[src/hdl/pat_pkg.sv]
`default_nettype none
// ---------------------------------------------------------------------------
// pat_pkg
// Shared constants, types and helpers for the packet ack tracker.
// ---------------------------------------------------------------------------
package pat_pkg;

	// Sequence numbers and history ring
	localparam int SEQ_W       = 8;
	localparam int RING_DEPTH  = 32;
	localparam int RING_AW     = $clog2(RING_DEPTH);
	localparam int SCAN_CNT_W  = $clog2(RING_DEPTH + 1);
	localparam int ACK_WINDOW  = 32;
	localparam int ACK_BITS_W  = 31;
	localparam int HALF_RANGE  = 128;

	// Item modes
	localparam logic MODE_SEND = 1'b0;
	localparam logic MODE_RECV = 1'b1;

	typedef logic [SEQ_W-1:0]      seq_t;
	typedef logic [RING_AW-1:0]    ring_addr_t;
	typedef logic [ACK_BITS_W-1:0] ack_bits_t;

	typedef enum logic [1:0] {
		ST_IDLE,
		ST_SCAN,
		ST_DONE
	} ctrl_state_t;

	// Request to the history ring
	typedef struct packed {
		logic       re;
		ring_addr_t raddr;
		logic       we;
		ring_addr_t waddr;
		seq_t       wdata;
	} ring_req_t;

	// One result item
	typedef struct packed {
		seq_t      tx_sequence;
		seq_t      ack_sequence;
		ack_bits_t ack_bits;
		logic      accepted;
	} result_t;

	// Wraparound newer test: a sequence exactly half range ahead counts as newer
	// only when it is numerically larger.
	function automatic logic seq_newer(input seq_t nxt, input seq_t cur);
		seq_t diff;
		logic res;
		diff = nxt - cur;
		if (nxt > cur) begin
			res = ({1'b0, diff} <= (SEQ_W+1)'(HALF_RANGE));
		end else if (nxt < cur) begin
			res = ({1'b0, diff} < (SEQ_W+1)'(HALF_RANGE));
		end else begin
			res = 1'b0;
		end
		return res;
	endfunction

	// Ack bit set by one ring entry: bit d-1 for distance d in 1..ACK_WINDOW-1
	function automatic ack_bits_t ack_mask(input seq_t remote, input seq_t entry);
		seq_t      delta;
		ack_bits_t m;
		delta = remote - entry;
		m = '0;
		for (int k = 0; k < ACK_BITS_W; k++) begin
			if ((k + 1 < ACK_WINDOW) && (delta == SEQ_W'(k + 1))) begin
				m[k] = 1'b1;
			end
		end
		return m;
	endfunction

endpackage
`default_nettype wire

[src/hdl/pat_ring.sv]
`default_nettype none
// ---------------------------------------------------------------------------
// pat_ring
// History ring: one write and one read port, registered read data.
// Per-entry valid flops make unwritten entries read as zero after reset.
// ---------------------------------------------------------------------------
module pat_ring (
	input  wire logic               clk,
	input  wire logic               arst_n,
	input  wire pat_pkg::ring_req_t req,
	output pat_pkg::seq_t           rd_data
);
	import pat_pkg::*;

	seq_t                  mem [RING_DEPTH];
	seq_t                  rd_data_q;
	logic [RING_DEPTH-1:0] vld_q;
	logic                  rd_vld_q;

	// Storage array, no reset
	always_ff @(posedge clk) begin
		if (req.we) begin
			mem[req.waddr] <= req.wdata;
		end
		if (req.re) begin
			rd_data_q <= mem[req.raddr];
		end
	end

	// Entry valid bits
	always_ff @(posedge clk or negedge arst_n) begin
		if (!arst_n) begin
			vld_q    <= '0;
			rd_vld_q <= 1'b0;
		end else begin
			if (req.we) begin
				vld_q[req.waddr] <= 1'b1;
			end
			if (req.re) begin
				rd_vld_q <= vld_q[req.raddr];
			end
		end
	end

	assign rd_data = rd_vld_q ? rd_data_q : '0;

endmodule
`default_nettype wire

[src/hdl/pat_ctrl.sv]
`default_nettype none
// ---------------------------------------------------------------------------
// pat_ctrl
// Sequencer: handles receive items without a ring scan, scans the ring for send
// items and holds the finished result until the output stage takes it.
// ---------------------------------------------------------------------------
module pat_ctrl (
	input  wire logic               clk,
	input  wire logic               arst_n,
	input  wire logic               in_valid,
	output logic                    in_ready,
	input  wire logic               mode,
	input  wire pat_pkg::seq_t      rx_sequence,
	output pat_pkg::ring_req_t      req,
	input  wire pat_pkg::seq_t      rd_data,
	output logic                    res_valid,
	input  wire logic               res_ready,
	output pat_pkg::result_t        res
);
	import pat_pkg::*;

	ctrl_state_t            state_q, state_d;
	seq_t                   local_seq_q;
	seq_t                   remote_seq_q;
	ring_addr_t             wptr_q;
	logic [SCAN_CNT_W-1:0]  idx_q;
	ack_bits_t              bits_q;
	logic                   mode_q;
	logic                   acc_q;

	logic                   take;
	logic                   newer;
	logic                   scan_last;

	assign take      = in_valid && in_ready;
	assign newer     = seq_newer(rx_sequence, remote_seq_q);
	assign scan_last = (idx_q == SCAN_CNT_W'(RING_DEPTH));

	// State register
	always_ff @(posedge clk or negedge arst_n) begin
		if (!arst_n) begin
			state_q <= ST_IDLE;
		end else begin
			state_q <= state_d;
		end
	end

	// Next state, ring requests and handshake
	always_comb begin
		state_d   = state_q;
		in_ready  = 1'b0;
		res_valid = 1'b0;
		req       = '0;
		unique case (state_q)
			ST_IDLE: begin
				in_ready = 1'b1;
				if (in_valid) begin
					if (mode == MODE_SEND) begin
						req.re    = 1'b1;
						req.raddr = '0;
						state_d   = ST_SCAN;
					end else begin
						req.we    = newer;
						req.waddr = wptr_q;
						req.wdata = rx_sequence;
						state_d   = ST_DONE;
					end
				end
			end
			ST_SCAN: begin
				if (scan_last) begin
					state_d = ST_DONE;
				end else begin
					req.re    = 1'b1;
					req.raddr = idx_q[RING_AW-1:0];
				end
			end
			ST_DONE: begin
				res_valid = 1'b1;
				if (res_ready) begin
					state_d = ST_IDLE;
				end
			end
			default: begin
				state_d = ST_IDLE;
			end
		endcase
	end

	// Sequence state and scan counter
	always_ff @(posedge clk or negedge arst_n) begin
		if (!arst_n) begin
			local_seq_q  <= '0;
			remote_seq_q <= '0;
			wptr_q       <= '0;
			idx_q        <= '0;
			mode_q       <= MODE_SEND;
			acc_q        <= 1'b0;
		end else begin
			if (take) begin
				mode_q <= mode;
				idx_q  <= SCAN_CNT_W'(1);
				acc_q  <= (mode == MODE_RECV) && newer;
				if ((mode == MODE_RECV) && newer) begin
					remote_seq_q <= rx_sequence;
					if (wptr_q == RING_AW'(RING_DEPTH - 1)) begin
						wptr_q <= '0;
					end else begin
						wptr_q <= wptr_q + 1'b1;
					end
				end
			end else if ((state_q == ST_SCAN) && !scan_last) begin
				idx_q <= idx_q + 1'b1;
			end
			// local sequence advances once the header has left
			if ((state_q == ST_DONE) && res_ready && (mode_q == MODE_SEND)) begin
				local_seq_q <= local_seq_q + 1'b1;
			end
		end
	end

	// Ack bit accumulation, one ring entry per cycle
	always_ff @(posedge clk) begin
		if (take) begin
			bits_q <= '0;
		end else if (state_q == ST_SCAN) begin
			bits_q <= bits_q | ack_mask(remote_seq_q, rd_data);
		end
	end

	// Result fields; unused fields of each mode are zero
	always_comb begin
		res = '0;
		if (mode_q == MODE_SEND) begin
			res.tx_sequence  = local_seq_q;
			res.ack_sequence = remote_seq_q;
			res.ack_bits     = bits_q;
		end else begin
			res.accepted = acc_q;
		end
	end

endmodule
`default_nettype wire

[src/hdl/packet_ack_tracker_core.sv]
`default_nettype none
// ---------------------------------------------------------------------------
// packet_ack_tracker_core
// Sequence number and ack bitfield tracker with a 32-entry history ring.
// ---------------------------------------------------------------------------
//  Channel | Handshake           | Payload
//  --------+---------------------+---------------------------------------------
//  in      | in_valid/in_ready   | mode, rx_sequence
//  out     | out_valid/out_ready | tx_sequence, ack_sequence, ack_bits, accepted
//
//  A receive item does the compare and ring write, then the result hand-off.
//  A send item scans the ring through its single read port, one entry per
//  cycle, before its result hand-off.
//  One item is in work at a time; the output register lets a new item be taken
//  while the previous result waits on out_ready.
//  Reset clears the sequences, write pointer and ring valid bits at once.
// ---------------------------------------------------------------------------
module packet_ack_tracker_core (
	input  wire logic                  clk,
	input  wire logic                  arst_n,
	input  wire logic                  in_valid,
	output logic                       in_ready,
	input  wire logic                  mode,
	input  wire pat_pkg::seq_t         rx_sequence,
	output logic                       out_valid,
	input  wire logic                  out_ready,
	output pat_pkg::seq_t              tx_sequence,
	output pat_pkg::seq_t              ack_sequence,
	output pat_pkg::ack_bits_t         ack_bits,
	output logic                       accepted
);
	import pat_pkg::*;

	ring_req_t req;
	seq_t      rd_data;
	logic      res_valid;
	logic      res_ready;
	result_t   res;
	logic      out_valid_q;
	result_t   out_q;

	pat_ring u_ring (
		.clk     (clk),
		.arst_n  (arst_n),
		.req     (req),
		.rd_data (rd_data)
	);

	pat_ctrl u_ctrl (
		.clk         (clk),
		.arst_n      (arst_n),
		.in_valid    (in_valid),
		.in_ready    (in_ready),
		.mode        (mode),
		.rx_sequence (rx_sequence),
		.req         (req),
		.rd_data     (rd_data),
		.res_valid   (res_valid),
		.res_ready   (res_ready),
		.res         (res)
	);

	// Output register: free when empty or being drained
	assign res_ready = !out_valid_q || out_ready;

	always_ff @(posedge clk or negedge arst_n) begin
		if (!arst_n) begin
			out_valid_q <= 1'b0;
		end else if (res_ready) begin
			out_valid_q <= res_valid;
		end
	end

	always_ff @(posedge clk) begin
		if (res_ready && res_valid) begin
			out_q <= res;
		end
	end

	assign out_valid    = out_valid_q;
	assign tx_sequence  = out_q.tx_sequence;
	assign ack_sequence = out_q.ack_sequence;
	assign ack_bits     = out_q.ack_bits;
	assign accepted     = out_q.accepted;

endmodule
`default_nettype wire
[config.mk]
export PLATFORM = sky130hd
export DESIGN_NAME = packet_ack_tracker_core
export DESIGN_NICKNAME = d
export VERILOG_FILES = /design/src/hdl/pat_pkg.sv /design/src/hdl/pat_ring.sv /design/src/hdl/pat_ctrl.sv /design/src/hdl/packet_ack_tracker_core.sv
export SDC_FILE = /design/constraint.sdc
export NUM_CORES = 1
export LEC_CHECK = 0
export ABC_AREA = 1
export BUFFER_PORTS_ARGS = -buffer_cell sky130_fd_sc_hd__clkbuf_2
export CORE_ASPECT_RATIO = 1.4
export CORE_MARGIN = 2
export CORE_UTILIZATION = 42
export DETAILED_ROUTE_END_ITERATION = 10
export MAX_ROUTING_LAYER = met4
export RECOVER_POWER = 50
export SYNTH_ARGS = -nofsm -noshare
export SYNTH_HDL_FRONTEND = slang
export SYNTH_SLANG_ARGS = --single-unit
[constraint.sdc]
create_clock -name clk -period 8.86 [get_ports clk]
set_clock_uncertainty 0.05 [all_clocks]
set_input_delay 1.772 -clock clk [delete_from_list [all_inputs] [get_ports clk]]
set_output_delay 1.772 -clock clk [all_outputs]
set_load 0.02 [all_outputs]
==> run summary <==
Status: finished with violations
Failing checks: capacitance limit, slew limit
Maxcap violations: 10
CP Depth: 5
Final GP Congestion: 0.838
CP Launch Type: input port
Total Routing Usage GR: 0.204
Mean Syn Cell Area: 10.9 sq um
HPWL Detailed: 27,200 um
PostCTS Resize Cnt: 0
Crit-path slowest cell: nor2_1
CP max FO: 32
Post-synthesis instance area: 17,800 sq um
Synth warnings: 0
Clock Tree Buf Depth: 3
RSZ-0062 raised after global routing: no
Max Fclk: 193 MHz
Area growth, synth to finish: 10.5%
Register Area: 11,600 sq um
WL met3: 1790 um
Routed vias/inst: 5.26
Arrival @ worst endpoint: 5.00 ns
Hold_buf cts: 0
Worst reg2reg path depth: 15
Fin Setup TNS: 0 ns
Slew Limit Fails: 398
Placed inst area: 18,500 sq um
Global-route wire length before repair: 66,400 um
Setup Fix Bufs, Post-CTS: 0
Multi-input logic area: 5020 sq um
CTS H-Tree Depth: 2
Core ar.: 42,000 sq um
Maximum VDD drop: 174 uV
Metal-1 WL: 17,000 um
Vias in the first global route: 11.8k
Critical Path Max Stage Delay: 2.47 ns
Die area: 43,900 sq um
Std-Cell Rows: 89
Synthesized Nets: 1,670
Antenna cells: 0
Final setup margin: 3.68 ns
Cells after synthesis: 1,635
Final instance area: 19,600 sq um
Starting Density: 0.423
WL met2: 22,700 um
RR Startpoint: u_ctrl.idx_q[0]
Die W: 178 um
FF+latch count, synth: 408
Critical path required time: 8.67 ns
Asr flop ratio synth: 0.159
Clock slew at reported path FFs: 0.06 ns
First-pass iteration count of the detailed router: 5
Remaining global-route overflow: 0
Port Buffer Count: 62
Clock Latency Late Sink: 0.55 ns
I/O pin total: 63
Most common flop cell mapped by yosys: edfxtp_1
Crit path capture: u_ring.mem[29][2]
P per Cell Area: 303 nW/um^2
CTS tree: built
Leakage: 7.31 nW
Largest net degree at the start of global routing: 118
Worst r2r dst: u_ring.rd_data_q[2]
Cell Count, Final, Fillers Out: 2,239
Top layer in use: met4
Final period utilization: 0.585
Share of layout cells above drive strength 1: 0.0981
Initial antenna violation count: 0
DRC Markers: 0
FILL cells: 3,858
Dominant cells by area after synthesis: edfxtp_1 53%, dfrtp_1 9.2%, nand2_1 5.1%, nand3_1 5.0%, o211ai_1 4.4%
Die height: 247 um
Dpl ws: 3.75 ns
Synth unique cells: 40
Leading cell types by count after synthesis: 312 x edfxtp_1, 243 x nand2_1, 184 x inv_1
Hold WS: 0.407 ns
EDFF count, synth: 312
CP Cell Sequence: clkbuf_1 > nand2_1 > nor2_2 > inv_1 > nor2_1
1st-iter DRT viols: 945
Final hold vios: 0
Clock buffers created by TritonCTS: 40
Cell with the most instances after synthesis: edfxtp_1
Crit. End Element: flip-flop
Sink Count: 408
Min-Delay Path Class: reg -> reg
R2r setup slk: 3.82 ns
Slew HR: -1.46
Total Routed Length: 42,900 um
Post-route minimum period: 5.18 ns
Post-Place Cells: 2,173
Critical path startpoint: in_valid
Worst-Margin Slew: 3.69 ns
Post-route ant nets: 0
Vias: 11.8k
Wire length per cell: 19.1 um
Buffers & Inverters on Critical Path: 2
Final setup vio count: 0
Cell taking the most area after synthesis: edfxtp_1
Fin nets: 1,704
Critical path type: in -> reg
Clock root cell: clkbuf_16
CP delay by family, top: simple AND/OR/NAND/NOR gates
Area share of the largest cell type after synthesis: 0.528
Seq/Total Area, Yosys: 0.654
-- how the worst min path moves through the flow --
stage | from | to | slack (ns) | cells past startpoint
floorplan | u_ring.vld_q[12] | u_ring.vld_q[12] | 0.38 | 2
global placement | u_ring.vld_q[20] | u_ring.vld_q[20] | 0.39 | 2
detailed placement | u_ring.vld_q[16] | u_ring.vld_q[16] | 0.40 | 2
CTS | u_ctrl.bits_q[2] | u_ctrl.bits_q[2] | 0.41 | 2
global route | u_ring.vld_q[0] | u_ring.vld_q[0] | 0.42 | 2
finish | u_ctrl.bits_q[27] | u_ctrl.bits_q[27] | 0.41 | 2
-- final cells by class --
cell class / count / share of cell area
clock buffer: 53 / 0.0562
clock inverter: 13 / 0.00727
inverter: 192 / 0.0368
multi-input combinational: 953 / 0.256
sequential: 408 / 0.592
tap: 546 / 0.0348
timing repair buffer: 74 / 0.0168
-- cell usage in the layout (no fill, tap or decap), types with 3 or more instances in the layout --
master     Yosys  routed
clkinv_1       4      10
inv_2          4       3
bufinv_16      0       3
nand3_1      177     177
nand4_1       22      22
clkbuf_1      38      63
buf_4          2      10
nor2_1       132     131
xnor2_1        3       3
nand2_1      243     244
edfxtp_1     312     312
dfrtp_1       65      65
or2_2         73      73
o21ai_0       35      35
o211ai_1     104     104
nor3_1         9       9
o21ai_1       38      38
clkbuf_2       1      10
clkbuf_16      0      42
or2_1          8       8
dfxtp_1       31      31
ha_1          20      20
xor2_1        14      14
inv_1        184     184
a21oi_1       45      44
nor2_2         7       7
-- state kept, by name, summed over array words and instances, names as in the netlist --
register,cells
u_ctrl.mode_q,1
u_ring.vld_q,32
ack_sequence,8
u_ctrl.remote_seq_q,8
u_ctrl.wptr_q,5
u_ctrl.local_seq_q,8
accepted,1
u_ring.rd_vld_q,1
u_ring.rd_data_q,8
out_valid,1
u_ctrl.bits_q,31
u_ctrl.acc_q,1
u_ctrl.idx_q,6
ack_bits,31
tx_sequence,8
u_ctrl.state_q,2
u_ring.mem,256
-- stage by stage --
stage           util  power, mW
3_5_place_dp   0.441       4.36
4_1_cts        0.470       6.01
2_1_floorplan      -       3.80
3_3_place_gp   0.441       4.33
5_1_grt        0.467       6.28
6_report       0.467       5.94
-- cell families after synthesis --
| logic type | count (synthesis) | share of synthesized area |
|---|---|---|
| compound gates | 230 | 0.0810 |
| fa+ha+maj | 22 | 0.0164 |
| buf+inv | 274 | 0.0635 |
| xor+xnor | 17 | 0.00839 |
| simple gates | 684 | 0.176 |
| flops | 408 | 0.654 |
-- tightest hold or removal path: stages (launching register included) --
cell and delay [ns]:
dfxtp_1 0.30, inv_1 0.06, a21oi_1 0.06
-- layer usage --
layer  vias up  track usage
li1       5672            -
met1      5736        0.233
met4         0       0.0699
met3        79       0.0243
met5         -            -
met2       293        0.368
-- power by group --
group | internal, mW | switching, mW | total (mW)
logic | 0.508 | 1.40 | 1.91
registers | 2.28 | 0.106 | 2.39
clock network | 0.958 | 0.691 | 1.65
No activity file was read; power rests on OpenSTA's default activity.
